===== src/hdl/bfa_pkg.sv =====
// bfa_pkg: shared types and constants for the best-fit allocator.
// Holds cell command encoding, controller states and status codes.
// No dependencies.
`default_nettype none

package bfa_pkg;

    // Command broadcast to every cell of the free-area chain
    typedef enum logic [2:0] {
        OP_HOLD,
        OP_INIT,
        OP_ROTATE,
        OP_SORT,
        OP_COMPACT,
        OP_UPDATE,
        OP_APPEND
    } cell_op_t;

    typedef struct packed {
        cell_op_t op;
        logic     phase;   // odd/even pair select for sort and compact
    } cell_cmd_t;

    typedef enum logic [2:0] {
        S_IDLE,
        S_SEARCH,
        S_DECIDE,
        S_SORT,
        S_MERGE,
        S_COMPACT
    } bfa_state_t;

    localparam logic [1:0] STAT_OK      = 2'd0;
    localparam logic [1:0] STAT_NOFIT   = 2'd1;
    localparam logic [1:0] STAT_BADSIZE = 2'd2;
    localparam logic [1:0] STAT_FULL    = 2'd3;

    localparam int MEM_SIZE_RST = 65536;

endpackage

`default_nettype wire


===== src/hdl/bfa_cell.sv =====
// bfa_cell: one free-area slot of the chain (valid, base, size).
// Trades entries with its neighbors on rotate and odd-even sort steps.
// Depends on bfa_pkg.
`default_nettype none

module bfa_cell #(
    parameter int IDX       = 0,
    parameter int MAX_AREAS = 64,
    parameter int ADDR_BITS = 16,
    parameter int IDXW      = 6,
    parameter logic [ADDR_BITS:0] RST_SIZE = '0
) (
    input  wire logic                    clk,
    input  wire logic                    rst_n,
    input  wire bfa_pkg::cell_cmd_t      cmd,
    input  wire logic [IDXW-1:0]         arg_idx,
    input  wire logic [ADDR_BITS-1:0]    arg_base,
    input  wire logic [ADDR_BITS:0]      arg_size,
    input  wire logic                    left_v,
    input  wire logic [ADDR_BITS-1:0]    left_b,
    input  wire logic [ADDR_BITS:0]      left_s,
    input  wire logic                    right_v,
    input  wire logic [ADDR_BITS-1:0]    right_b,
    input  wire logic [ADDR_BITS:0]      right_s,
    output logic                         v,
    output logic [ADDR_BITS-1:0]         b,
    output logic [ADDR_BITS:0]           s
);
    import bfa_pkg::*;

    localparam logic            PAR     = ((IDX % 2) == 1);
    localparam logic            IS_HEAD = (IDX == 0);
    localparam logic            IS_TAIL = (IDX == MAX_AREAS - 1);
    localparam logic [IDXW-1:0] MY_IDX  = IDXW'(IDX);

    logic                 v_reg, v_next;
    logic [ADDR_BITS-1:0] b_reg, b_next;
    logic [ADDR_BITS:0]   s_reg, s_next;
    logic                 by_base;
    logic                 swap_r, swap_l;

    always_comb
    begin
        v_next  = v_reg;
        b_next  = b_reg;
        s_next  = s_reg;
        by_base = (cmd.op == OP_SORT);
        // pair (self, right) and pair (left, self); empty slots sink to the end
        swap_r = (!v_reg && right_v) ||
                 (by_base && v_reg && right_v && (b_reg > right_b));
        swap_l = (!left_v && v_reg) ||
                 (by_base && left_v && v_reg && (left_b > b_reg));
        case (cmd.op)
            OP_INIT:
            begin
                v_next = IS_HEAD;
                b_next = '0;
                s_next = arg_size;
            end
            OP_ROTATE:
            begin
                v_next = right_v;
                b_next = right_b;
                s_next = right_s;
            end
            OP_SORT, OP_COMPACT:
            begin
                if (PAR == cmd.phase)
                begin
                    if (!IS_TAIL && swap_r)
                    begin
                        v_next = right_v;
                        b_next = right_b;
                        s_next = right_s;
                    end
                end
                else if (!IS_HEAD && swap_l)
                begin
                    v_next = left_v;
                    b_next = left_b;
                    s_next = left_s;
                end
            end
            OP_UPDATE:
            begin
                if (arg_idx == MY_IDX)
                begin
                    if (s_reg > arg_size)
                    begin
                        b_next = b_reg + arg_size[ADDR_BITS-1:0];
                        s_next = s_reg - arg_size;
                    end
                    else
                    begin
                        v_next = 1'b0;
                    end
                end
            end
            OP_APPEND:
            begin
                if (arg_idx == MY_IDX)
                begin
                    v_next = 1'b1;
                    b_next = arg_base;
                    s_next = arg_size;
                end
            end
            default:
            begin
                v_next = v_reg;
            end
        endcase
    end

    always_ff @(posedge clk or negedge rst_n)
    begin
        if (!rst_n)
        begin
            v_reg <= IS_HEAD;
            b_reg <= '0;
            s_reg <= IS_HEAD ? RST_SIZE : '0;
        end
        else
        begin
            v_reg <= v_next;
            b_reg <= b_next;
            s_reg <= s_next;
        end
    end

    assign v = v_reg;
    assign b = b_reg;
    assign s = s_reg;

endmodule

`default_nettype wire


===== config.mk =====
export PLATFORM = sky130hd
export DESIGN_NAME = bfa_cell
export DESIGN_NICKNAME = d
export VERILOG_FILES = /design/src/hdl/bfa_pkg.sv /design/src/hdl/bfa_cell.sv
export SDC_FILE = /design/constraint.sdc
export NUM_CORES = 1
export LEC_CHECK = 0
export BUFFER_PORTS_ARGS = -buffer_cell sky130_fd_sc_hd__buf_2
export CORE_MARGIN = 3
export CORE_UTILIZATION = 40
export DETAILED_ROUTE_END_ITERATION = 16
export PLACE_DENSITY = 0.7
export SLEW_MARGIN = 20
export SYNTH_ARGS = -nofsm -noshare
export SYNTH_HDL_FRONTEND = slang
export SYNTH_SLANG_ARGS = --single-unit

===== constraint.sdc =====
create_clock -name clk -period 2.6 [get_ports clk]
set_clock_uncertainty 0.1 [all_clocks]
set_input_delay 0.39 -clock clk [delete_from_list [all_inputs] [get_ports clk]]
set_output_delay 0.39 -clock clk [all_outputs]
set_load 0.01 [all_outputs]

==> results.sh <==
export IMPL_totalPowerFinal_mw=4.80
export IMPL_ctsHoldBuffers=0
export IMPL_grt_usage_pct=22.8
export IMPL_portBuffers=112
export IMPL_cp_required_ns=2.72
export IMPL_finish_net_count=831
export IMPL_finalCriticalPeriod_ns=2.66
export IMPL_yosysSeqAreaShare_pct=21.6
export IMPL_htreeDepth=2
export IMPL_cts_buffer_depth=2
export IMPL_outcome="complete, but fails checks"
export IMPL_p_leak_nw=2.67
export IMPL_dr_pass1_iters=6
export IMPL_post_route_period_util_pct=102
export IMPL_drc=0
export IMPL_antenna_found_initial=0
export IMPL_grt_pass1_vias=4308
export IMPL_syn_area_um2=3940
export IMPL_report_final_setup_viol=18
export IMPL_die_w_um=105
export IMPL_syn_inst=487
export IMPL_drt_iter0_markers=322
export IMPL_grt_max_degree=39
export IMPL_dp_slack_ns=-0.240
export IMPL_routedWlPerCell_um=17.4
export IMPL_maxSlewViolCount=0
export IMPL_syn_to_final_growth_pct=43.4
export IMPL_synth_area_leaders="dfrtp_1 21%, ha_1 17%, nor2_1 5.6%"
export IMPL_r2r_start="b[8]"
export IMPL_drv_cap=0
export IMPL_hp_class="input pin to async pin"
export IMPL_clock_latency_ns=0.30
export IMPL_boundaryPins=147
export IMPL_gr_total_overflow=0
export IMPL_start_kind="flop"
export IMPL_tritoncts="yes"
export IMPL_ys_warn_count=0
export IMPL_worstRegToRegCells=11
export IMPL_yosysTopAreaCell="dfrtp_1"
export IMPL_core_area_um2=9420
export IMPL_crit_chain="ha_4 > nand4_1 > nor4_4 > a21bo_1 > o211ai_1 > a22oi_2 > a21oi_4 > buf_8 > buf_12 > nor2_4 > a31oi_1"
export IMPL_critPathBufInv=2
export IMPL_fmax_mhz=376
export IMPL_fill_cells=845
export IMPL_crit_path_top_delay_cell="dfrtp_1"
export IMPL_worst_pin_slew_ns=0.905
export IMPL_synth_top_area_share_pct=21.0
export IMPL_slowest_delay_ns=0.45
export IMPL_layout_setup_ws_ns=-0.0590
export IMPL_dieArea_um2=11100
export IMPL_final_cell_area_um2=5650
export IMPL_vias_per_cell=5.68
export IMPL_crit_type="flop to flop"
export IMPL_ir_worst_vdd_mv=0.476
export IMPL_synth_async_reset_ratio_pct=100
export IMPL_synth_edff_count=0
export IMPL_cp_top_family="compound AO/OA/AOI/OAI gates"
export IMPL_violations="setup timing"
export IMPL_largest_reg_flops=17
export IMPL_cp_max_fo=6
export IMPL_avgSynthCellArea_um2=8.09
export IMPL_rr_endpoint="s[1]"
export IMPL_root_buffer="clkbuf_8"
export IMPL_cp_arrival_ns=2.78
export IMPL_rsz0062_at_grt="yes"
export IMPL_synth_nets=654
export IMPL_ys_flop_type="dfrtp_1"
export IMPL_ant_nets=0
export IMPL_num_antenna_cells=0
export IMPL_drive_gt1_share_pct=41.1
export IMPL_grt_pass1_wl_mm=20.7
export IMPL_finalHoldViolCount=0
export IMPL_start_util_pct=41.8
export IMPL_rrSetupSlack_ns=-0.06
export IMPL_num_vias=4509
export IMPL_dp_hpwl_mm=9.70
export IMPL_path_clk_slew_ns=0.08
export IMPL_cts_sinks=34
export IMPL_drt_total_wl_mm=13.8
export IMPL_row_count=35
export IMPL_slew_headroom_pct=39.7
export IMPL_routabilityCongestion=0.868
export IMPL_end_kind="flop"
export IMPL_numCtsBuffers=5
export IMPL_synth_seq_cells=34
export IMPL_ys_types=63
export IMPL_power_per_cell_area_nw_per_um2=850
export IMPL_chipHeight_um=105
export IMPL_postPlaceCellArea_um2=4950
-- cell families after synthesis --
logic type	count (synthesis)	share of synthesized area [%]
buffers and inverters	66	7.43
multiplexers	7	1.81
flip-flops	34	21.6
AND/OR/NAND/NOR	144	17.5
AO/OA/AOI/OAI	163	29.9
XOR/XNOR	19	4.22
adder cells (fa/ha/maj)	54	17.5
-- layout by cell type, fill, tap and decap left out, drive strengths merged, types with 3 or more instances in the layout --
cell type  instances
a211oi             5
a21o              10
a21oi             55
a221oi            10
a222oi            14
a22oi              8
a31oi             11
and2               5
and3               3
buf              189
clkbuf            10
dfrtp             33
ha                52
inv               44
mux2i              6
nand2             23
nand2b             6
nand3             15
nand4              4
nor2              62
nor2b              3
nor3              10
o211ai             6
o21ai             21
o22ai              3
or3                4
xnor2             16
xor2               3
-- through the flow --
step	setup TNS, ns	cells	utilization [%]	hold slack, ns
floorplan	0	487	-	-0.00559
global placement	-2.86	757	52.5	0.397
detailed placement	-5.66	757	52.5	0.408
CTS	-0.148	783	56.2	0.127
global route	-3.37	794	60.0	0.169
finish	-0.422	794	60.0	0.109
-- synthesized netlist by cell type, drive strengths merged (3+ instances only) --
cell type and count:
a21o 10, nor3 10, mux2i 6, nor2 62
inv 44, nand2 23, o22ai 3, o21ai 21
a21oi 55, and2 5, buf 11, nand4 4
a31oi 11, a221oi 10, ha 52, clkbuf 11
and3 3, a222oi 14, a22oi 8, nand2b 6
nand3 15, or3 4, nor2b 3, xnor2 16
a211oi 5, xor2 3, o211ai 6, dfrtp 33
-- worst reg2reg max path, delay by kind of cell, from the launching register on --
family                   cells  cell delay (ns)
buffers and inverters        2             0.35
AND/OR/NAND/NOR              3             0.45
flip-flops                   1             0.45
adder cells (fa/ha/maj)      1             0.30
AO/OA/AOI/OAI                5             0.94
-- worst max-delay path by stage --
stage / depth (start not counted) / slack (ns) / endpoint / from
2_1_floorplan: 10 / 0.03 / b[14] / b[0]
3_3_place_gp: 11 / -0.18 / b[14] / arg_size[0]
3_5_place_dp: 12 / -0.24 / s[14] / arg_size[0]
4_1_cts: 10 / -0.03 / s[14] / b[15]
5_1_grt: 11 / -0.17 / b[15] / b[8]
6_report: 11 / -0.06 / s[1] / b[8]
-- metal layers --
| layer | vias up | track usage (%) | wire length, um |
|---|---|---|---|
| met3 | 25 | 4.29 | 902 |
| met2 | 161 | 39.2 | 6710 |
| li1 | 2165 | - | - |
| met4 | 0 | 5.81 | 272 |
| met5 | - | 0 | 0 |
| met1 | 2158 | 29.2 | 5900 |
-- final cells by class --
type / count / area (um^2) / share of cell area [%]
Clock buffer: 7 / 86.3 / 1.53
Clock inverter: 1 / 5.00 / 0.0886
Inverter: 44 / 165 / 2.92
Multi-Input combinational cell: 387 / 3080 / 54.4
Sequential cell: 34 / 855 / 15.1
Tap cell: 129 / 161 / 2.86
Timing Repair Buffer: 192 / 1300 / 23.0
-- what timing repair did --
| item | CTS | global route |
|---|---|---|
| setup endpoints to repair | 33 | 33 |
| pin swaps | 22 | 20 |
| setup buffers | 17 | 10 |
| cloned | 1 | 4 |
| resized for setup | 18 | 55 |
-- power breakdown --
part	switching [mW]	total [mW]	internal [mW]
Clock	0.235	0.449	0.215
Combinational	1.74	3.43	1.69
Sequential	0.200	0.921	0.720
Total	2.18	4.80	2.62
(Power assumes the default switching activity.)
