## src/hdl/bfa_pkg.sv

```systemverilog
// bfa_pkg: shared types and constants for the best-fit allocator.
// Holds cell command encoding, controller states and status codes.
// No dependencies.
`default_nettype none

package bfa_pkg;

    // Command broadcast to every cell of the free-area chain
    typedef enum logic [2:0] {
        OP_HOLD,
        OP_INIT,
        OP_ROTATE,
        OP_SORT,
        OP_COMPACT,
        OP_UPDATE,
        OP_APPEND
    } cell_op_t;

    typedef struct packed {
        cell_op_t op;
        logic     phase;   // odd/even pair select for sort and compact
    } cell_cmd_t;

    typedef enum logic [2:0] {
        S_IDLE,
        S_SEARCH,
        S_DECIDE,
        S_SORT,
        S_MERGE,
        S_COMPACT
    } bfa_state_t;

    localparam logic [1:0] STAT_OK      = 2'd0;
    localparam logic [1:0] STAT_NOFIT   = 2'd1;
    localparam logic [1:0] STAT_BADSIZE = 2'd2;
    localparam logic [1:0] STAT_FULL    = 2'd3;

    localparam int MEM_SIZE_RST = 65536;

endpackage

`default_nettype wire

```

## src/hdl/bfa_ctrl.sv

```systemverilog
// bfa_ctrl: request sequencer for the allocator; drives chain commands
// and watches the head cell. Depends on bfa_pkg.
`default_nettype none

module bfa_ctrl #(
    parameter int MAX_AREAS = 64,
    parameter int ADDR_BITS = 16,
    parameter int IDXW      = 6,
    parameter int CW        = 7,
    parameter logic [ADDR_BITS:0] RST_SIZE = '0
) (
    input  wire logic                  clk,
    input  wire logic                  rst_n,
    input  wire logic                  start,
    output logic                       busy,
    input  wire logic                  func,
    input  wire logic [ADDR_BITS:0]    req_size,
    input  wire logic [ADDR_BITS-1:0]  free_base,
    input  wire logic                  cfg_we,
    input  wire logic [ADDR_BITS:0]    cfg_wdata,
    output logic                       done,
    output logic [1:0]                 status,
    output logic [ADDR_BITS-1:0]       alloc_base,
    output logic                       did_reclaim,
    output bfa_pkg::cell_cmd_t         cmd,
    output logic [IDXW-1:0]            arg_idx,
    output logic [ADDR_BITS-1:0]       arg_base,
    output logic [ADDR_BITS:0]         arg_size,
    output logic                       tail_v,
    output logic [ADDR_BITS-1:0]       tail_b,
    output logic [ADDR_BITS:0]         tail_s,
    input  wire logic                  head_v,
    input  wire logic [ADDR_BITS-1:0]  head_b,
    input  wire logic [ADDR_BITS:0]    head_s
);
    import bfa_pkg::*;

    localparam int SW = ADDR_BITS + 1;

    bfa_state_t           state_reg, state_next;
    logic [CW-1:0]        cnt_reg, cnt_next;
    logic [CW-1:0]        count_reg, count_next;
    logic [SW-1:0]        msize_reg, msize_next;
    logic [SW-1:0]        want_reg, want_next;
    logic [SW-1:0]        best_s_reg, best_s_next;
    logic [IDXW-1:0]      best_i_reg, best_i_next;
    logic [ADDR_BITS-1:0] best_b_reg, best_b_next;
    logic                 found_reg, found_next;
    logic                 stop_reg, stop_next;
    logic                 recl_reg, recl_next;
    logic                 changed_reg, changed_next;
    logic                 to_search_reg, to_search_next;
    logic                 acc_v_reg, acc_v_next;
    logic [ADDR_BITS-1:0] acc_b_reg, acc_b_next;
    logic [SW-1:0]        acc_s_reg, acc_s_next;
    logic                 done_reg, done_next;
    logic [1:0]           stat_reg, stat_next;
    logic [ADDR_BITS-1:0] abase_reg, abase_next;
    logic                 orecl_reg, orecl_next;

    logic                 last_n;
    logic [SW:0]          acc_end;
    logic [SW:0]          size_sum;
    logic                 adj;

    always_comb
    begin
        state_next     = state_reg;
        cnt_next       = cnt_reg;
        count_next     = count_reg;
        msize_next     = msize_reg;
        want_next      = want_reg;
        best_s_next    = best_s_reg;
        best_i_next    = best_i_reg;
        best_b_next    = best_b_reg;
        found_next     = found_reg;
        stop_next      = stop_reg;
        recl_next      = recl_reg;
        changed_next   = changed_reg;
        to_search_next = to_search_reg;
        acc_v_next     = acc_v_reg;
        acc_b_next     = acc_b_reg;
        acc_s_next     = acc_s_reg;
        done_next      = 1'b0;
        stat_next      = stat_reg;
        abase_next     = abase_reg;
        orecl_next     = orecl_reg;

        cmd.op    = OP_HOLD;
        cmd.phase = cnt_reg[0];
        arg_idx   = best_i_reg;
        arg_base  = free_base;
        arg_size  = want_reg;
        tail_v    = head_v;
        tail_b    = head_b;
        tail_s    = head_s;

        last_n   = (cnt_reg == CW'(MAX_AREAS - 1));
        acc_end  = (SW+1)'(acc_b_reg) + (SW+1)'(acc_s_reg);
        size_sum = (SW+1)'(acc_s_reg) + (SW+1)'(head_s);
        adj      = acc_v_reg && head_v && ((SW+1)'(head_b) == acc_end);

        case (state_reg)
            S_IDLE:
            begin
                if (cfg_we)
                begin
                    msize_next = cfg_wdata;
                    count_next = CW'(1);
                    cmd.op     = OP_INIT;
                    arg_size   = cfg_wdata;
                end
                else if (start)
                begin
                    abase_next = '0;
                    orecl_next = 1'b0;
                    stat_next  = STAT_OK;
                    if ((req_size == '0) || (req_size > msize_reg))
                    begin
                        stat_next = STAT_BADSIZE;
                        done_next = 1'b1;
                    end
                    else if (func)
                    begin
                        done_next = 1'b1;
                        if (count_reg == CW'(MAX_AREAS))
                        begin
                            stat_next = STAT_FULL;
                        end
                        else
                        begin
                            cmd.op     = OP_APPEND;
                            arg_idx    = count_reg[IDXW-1:0];
                            arg_size   = req_size;
                            count_next = count_reg + CW'(1);
                        end
                    end
                    else if (count_reg == '0)
                    begin
                        stat_next = STAT_NOFIT;
                        done_next = 1'b1;
                    end
                    else
                    begin
                        want_next  = req_size;
                        recl_next  = 1'b0;
                        cnt_next   = '0;
                        found_next = 1'b0;
                        stop_next  = 1'b0;
                        state_next = S_SEARCH;
                    end
                end
            end
            S_SEARCH:
            begin
                // head cell holds entry number cnt_reg; write it back unchanged
                cmd.op = OP_ROTATE;
                if ((cnt_reg < count_reg) && !stop_reg)
                begin
                    if (head_s == want_reg)
                    begin
                        best_s_next = head_s;
                        best_i_next = cnt_reg[IDXW-1:0];
                        best_b_next = head_b;
                        found_next  = 1'b1;
                        stop_next   = 1'b1;
                    end
                    else if ((head_s > want_reg) && (!found_reg || (head_s < best_s_reg)))
                    begin
                        best_s_next = head_s;
                        best_i_next = cnt_reg[IDXW-1:0];
                        best_b_next = head_b;
                        found_next  = 1'b1;
                    end
                end
                cnt_next = cnt_reg + CW'(1);
                if (last_n)
                begin
                    state_next = S_DECIDE;
                end
            end
            S_DECIDE:
            begin
                if (found_reg)
                begin
                    cmd.op     = OP_UPDATE;
                    stat_next  = STAT_OK;
                    abase_next = best_b_reg;
                    orecl_next = recl_reg;
                    if (best_s_reg == want_reg)
                    begin
                        // exact fit leaves a hole; close it up before finishing
                        count_next     = count_reg - CW'(1);
                        to_search_next = 1'b0;
                        cnt_next       = '0;
                        state_next     = S_COMPACT;
                    end
                    else
                    begin
                        done_next  = 1'b1;
                        state_next = S_IDLE;
                    end
                end
                else if (recl_reg)
                begin
                    stat_next  = STAT_NOFIT;
                    abase_next = '0;
                    orecl_next = 1'b1;
                    done_next  = 1'b1;
                    state_next = S_IDLE;
                end
                else
                begin
                    recl_next  = 1'b1;
                    cnt_next   = '0;
                    state_next = S_SORT;
                end
            end
            S_SORT:
            begin
                cmd.op   = OP_SORT;
                cnt_next = cnt_reg + CW'(1);
                if (last_n)
                begin
                    cnt_next     = '0;
                    acc_v_next   = 1'b0;
                    changed_next = 1'b0;
                    state_next   = S_MERGE;
                end
            end
            S_MERGE:
            begin
                // one extra rotation flushes the open run; the first write is a hole
                cmd.op   = OP_ROTATE;
                tail_v   = 1'b0;
                tail_b   = acc_b_reg;
                tail_s   = acc_s_reg;
                cnt_next = cnt_reg + CW'(1);
                if (cnt_reg == CW'(MAX_AREAS))
                begin
                    // holes are left between runs either way; compact always
                    tail_v         = acc_v_reg;
                    to_search_next = changed_reg;
                    cnt_next       = '0;
                    state_next     = S_COMPACT;
                    if (!changed_reg)
                    begin
                        stat_next  = STAT_NOFIT;
                        abase_next = '0;
                        orecl_next = 1'b1;
                    end
                end
                else if (adj)
                begin
                    acc_s_next   = size_sum[SW] ? '1 : size_sum[SW-1:0];
                    changed_next = 1'b1;
                    count_next   = count_reg - CW'(1);
                end
                else if (head_v)
                begin
                    tail_v     = acc_v_reg;
                    acc_v_next = 1'b1;
                    acc_b_next = head_b;
                    acc_s_next = head_s;
                end
            end
            S_COMPACT:
            begin
                cmd.op   = OP_COMPACT;
                cnt_next = cnt_reg + CW'(1);
                if (last_n)
                begin
                    cnt_next = '0;
                    if (to_search_reg)
                    begin
                        found_next = 1'b0;
                        stop_next  = 1'b0;
                        state_next = S_SEARCH;
                    end
                    else
                    begin
                        done_next  = 1'b1;
                        state_next = S_IDLE;
                    end
                end
            end
            default:
            begin
                state_next = S_IDLE;
            end
        endcase
    end

    always_ff @(posedge clk or negedge rst_n)
    begin
        if (!rst_n)
        begin
            state_reg     <= S_IDLE;
            cnt_reg       <= '0;
            count_reg     <= CW'(1);
            msize_reg     <= RST_SIZE;
            found_reg     <= 1'b0;
            stop_reg      <= 1'b0;
            recl_reg      <= 1'b0;
            changed_reg   <= 1'b0;
            to_search_reg <= 1'b0;
            acc_v_reg     <= 1'b0;
            done_reg      <= 1'b0;
        end
        else
        begin
            state_reg     <= state_next;
            cnt_reg       <= cnt_next;
            count_reg     <= count_next;
            msize_reg     <= msize_next;
            found_reg     <= found_next;
            stop_reg      <= stop_next;
            recl_reg      <= recl_next;
            changed_reg   <= changed_next;
            to_search_reg <= to_search_next;
            acc_v_reg     <= acc_v_next;
            done_reg      <= done_next;
        end
    end

    always_ff @(posedge clk)
    begin
        want_reg   <= want_next;
        best_s_reg <= best_s_next;
        best_i_reg <= best_i_next;
        best_b_reg <= best_b_next;
        acc_b_reg  <= acc_b_next;
        acc_s_reg  <= acc_s_next;
        stat_reg   <= stat_next;
        abase_reg  <= abase_next;
        orecl_reg  <= orecl_next;
    end

    assign busy        = (state_reg != S_IDLE);
    assign done        = done_reg;
    assign status      = stat_reg;
    assign alloc_base  = abase_reg;
    assign did_reclaim = orecl_reg;

endmodule

`default_nettype wire

```

## config.mk

```make
export PLATFORM = sky130hd
export DESIGN_NAME = bfa_ctrl
export DESIGN_NICKNAME = d
export VERILOG_FILES = /design/src/hdl/bfa_pkg.sv /design/src/hdl/bfa_ctrl.sv
export SDC_FILE = /design/constraint.sdc
export NUM_CORES = 1
export LEC_CHECK = 0
export ABC_AREA = 1
export BUFFER_PORTS_ARGS = -buffer_cell sky130_fd_sc_hd__buf_2
export CAP_MARGIN = 20
export CELL_PAD_IN_SITES_DETAIL_PLACEMENT = 1
export CELL_PAD_IN_SITES_GLOBAL_PLACEMENT = 1
export CORE_MARGIN = 5
export CORE_UTILIZATION = 42
export DETAILED_ROUTE_END_ITERATION = 8
export PLACE_DENSITY_LB_ADDON = 0.1
export SYNTH_ARGS = -nofsm -noshare
export SYNTH_HDL_FRONTEND = slang
export SYNTH_SLANG_ARGS = --single-unit
```

## constraint.sdc

```tcl
create_clock -name clk -period 6.1 [get_ports clk]
set_input_delay 0.61 -clock clk [delete_from_list [all_inputs] [get_ports clk]]
set_output_delay 0.61 -clock clk [all_outputs]
set_load 0.01 [all_outputs]
```

==> impl_results.md <==
* Setup crit end kind: primary output
* Sequential share of power at 33.7%
* Remaining DRCs at 0
* Total CTS buffers at 17
* Max cap viols at 0
* Clock Sink Count at 149
* Worst skew pair latency at 0.44 ns
* Area of the mapped netlist at around 11000 µm²
* Row cnt at 58
* Fmax at between 200 and 300 MHz
* Reg2reg setup slack at about 2.4 ns
* Final setup fails at 0
* Unrepaired setup endpoints after global routing: no
* Simple-gate share of the synthesized area at 22.9%
* Clock transition at the registers of the reported paths at 0.07 ns
* Clk root buf: clkbuf_16
* Power, Total at 4.54 mW
* Post-Synthesis Cells at between 1000 and 1500
* Multiplexer area fraction after synthesis at 0%
* Most frequent cells in the layout: nand2_1, inv_1, buf_2
* Final global-route overflow total at 0
* CP Max Fanout at 23
* Number of global-route vias before repair at 10100
* CTS H-tree depth at 4
* FFs w/ async S/R, synth at 27.5%
* Nets at 1685
* Cells on worst reg2reg path at 16
* CP arrival at 3.35 ns
* # IOs at 187
* Core area at 25300 µm²
* Post-synth EDFFs at 108
* Combinational share of power at 42.9%
* Number of antenna violations at the first check in global routing at 0
* Crit Path Class: flip-flop to primary output
* Layout cells sized above 1 at 17.0%
* Switch Pwr at 1.92 mW
* Vias at 9693
* Reg2reg start: acc_b_reg[0]$_DFFE_PP_
* Final hold slack at 0.0441 ns
* Worst Setup Start Kind: flip-flop
* Overall die width at 171 µm
* Register area share after synthesis at about 40%
* Via density at 5.26
* Cts hold-fix bufs at 0
* Final GP Congestion at 0.863
* Clock Skew at 0.0135 ns
* Largest family of logic cells by synthesized area: simple AND/OR/NAND/NOR gates
* Fin cells at 1844
* Synthesized flop and latch total at around 150
* Internal power at around 2.6 mW
* Library cells used by synthesis at just over 50
* Worst Tran Pin Value at 1.06 ns
* Placed Instances at approximately 1800
* Mapped Nets at 1541
* Leak pwr at 6.00 nW
* GRT Total Usage at 23.2%
* Initial Utilization at about 43%
* Hold crit path type: primary input to asynchronous set/reset pin
* Post-DP HPWL at 26400 µm
* Ys flop type: edfxtp_1
* Final worst-path cycle share at 64.9%
* Compound-cell area share of the yosys netlist at 12.7%
* Setup TNS at 0 ns
* P per Cell Area at around 360 nW/µm²
* DRT Wirelength at 33600 µm
* CTS tree: done
* Peak VDD IR at 0.174 mV
* Max Root-Sink Buffers at 2
* IO buf count at about 150
* Rel. slew slack at 29.6%
* Post-Synth Adder-Cell Area at 11.1%
* Layout area overhead at 14.8%
* Worst r2r dst: acc_b_reg[11]$_DFFE_PP_
* First-pass GRT wire length at 53700 µm
* Critical path required time at 5.49 ns
* Post-CTS Setup Bufs at 0
* # diodes at 0
* Min cycle time layout at slightly below 4 ns
* Number of DRC markers in iteration 0 at 469
* Syn avg cell area at 8.00 µm²
* Largest net degree at the start of global routing at 49
* Die H at about 170 µm
* Synth warn at 0
* Final Hold Viols at 0
* Die ar. at 29200 µm²
* Synth Area in XOR/XNOR at between 3 and 4%
* Fill cells at 3187
* CP Launch Point: state_reg[0]$_DFFE_PN0P_
* Status: finished clean
* Post-CTS Resized at 0
* Max-slew violations at 0
* First drt pass iteration count at 4
* Clock power share at 23.4%
* Post-route ant nets at 0
* Sw Share at 42.3%
* Commonest non-fill, non-tap cell in the layout: nand2_1
* Avg WL per Cell at approximately 18 µm
[Yosys cell counts (28+ instances only)]
master	instances	share of area, %
a21oi_1	57	2.6
dfrtp_1	40	9.2
edfxtp_1	108	30
ha_1	93	11
inv_1	218	7.5
nand2_1	327	11
nand3_1	51	2.4
nor2_1	94	3.2
nor3_1	29	1.3
o211ai_1	37	2.6
o21ai_0	95	4.4
xor2_1	28	2.3
[cell families (layout without fill, tap and decap cells)]
logic type / Yosys count / count (layout)
xor gates and xnor gates: 49 / 49
and+or+nand+nor: 570 / 570
adders and majority gates: 95 / 95
buffers and inverters: 262 / 419
DFF: 149 / 149
AOI/OAI and AO/OA: 232 / 232
[critical path: stages (launching register included)]
cell     delay, ns
dfrtp_1       0.43
nor2_1        0.11
inv_1         0.07
nor2_2        0.07
buf_4         0.29
inv_1         0.18
nor2_2        0.71
nand2_1       0.24
inv_1         0.14
nand3_1       0.19
o21ai_0       0.29
buf_2         0.18
[power groups by stage]
| stage | clock, mW | combinational, mW | sequential [mW] |
|---|---|---|---|
| after floorplan | 0 | 1.24 | 1.55 |
| after global placement | 0 | 1.90 | 1.54 |
| after detailed placement | 0 | 1.95 | 1.55 |
| after CTS | 1.07 | 1.97 | 1.53 |
| after global routing | 1.12 | 2.21 | 1.56 |
| final | 1.06 | 1.95 | 1.53 |
[per-stage QoR]
| stage | cell area (µm²) | worst slack, ns | utilization (%) |
|---|---|---|---|
| floorplan | 10900 | 1.19 | - |
| global placement | 11900 | 1.89 | 46.8 |
| detailed placement | 11900 | 1.64 | 46.8 |
| CTS | 12400 | 1.53 | 49.1 |
| global route | 12500 | 1.86 | 49.2 |
| finish | 12500 | 2.14 | 49.2 |
[area by class of cell]
type | count | area [µm²] | area share, %
Multi-Input combinational cell | 946 | 5510 | 44.2
Tap cell | 330 | 413 | 3.31
Inverter | 223 | 842 | 6.75
Clock buffer | 18 | 429 | 3.44
Sequential cell | 149 | 4270 | 34.3
Timing Repair Buffer | 164 | 866 | 6.94
Clock inverter | 14 | 141 | 1.13
[layer usage]
layer  share of wire (%)  vias to the layer above  global-route usage (%)
met4                 1.8                        0                    5.94
met3                 3.7                       38                    2.96
met1                  46                     4707                    31.1
li1                    -                     4778                       -
met5                   0                        -                       0
met2                  48                      170                    40.0
[how the worst max path moves through the flow]
stage                                    to  slack (ns)  cells after the start
floorplan           best_b_reg[0]$_DFFE_PP_        1.19                      8
global placement                arg_size[8]        1.89                     14
detailed placement              arg_size[8]        1.64                     14
CTS                             arg_size[8]        1.53                     14
global route                     arg_idx[5]        1.86                     11
finish                           arg_idx[5]        2.14                     11
Power figures use the tool's default switching activity.
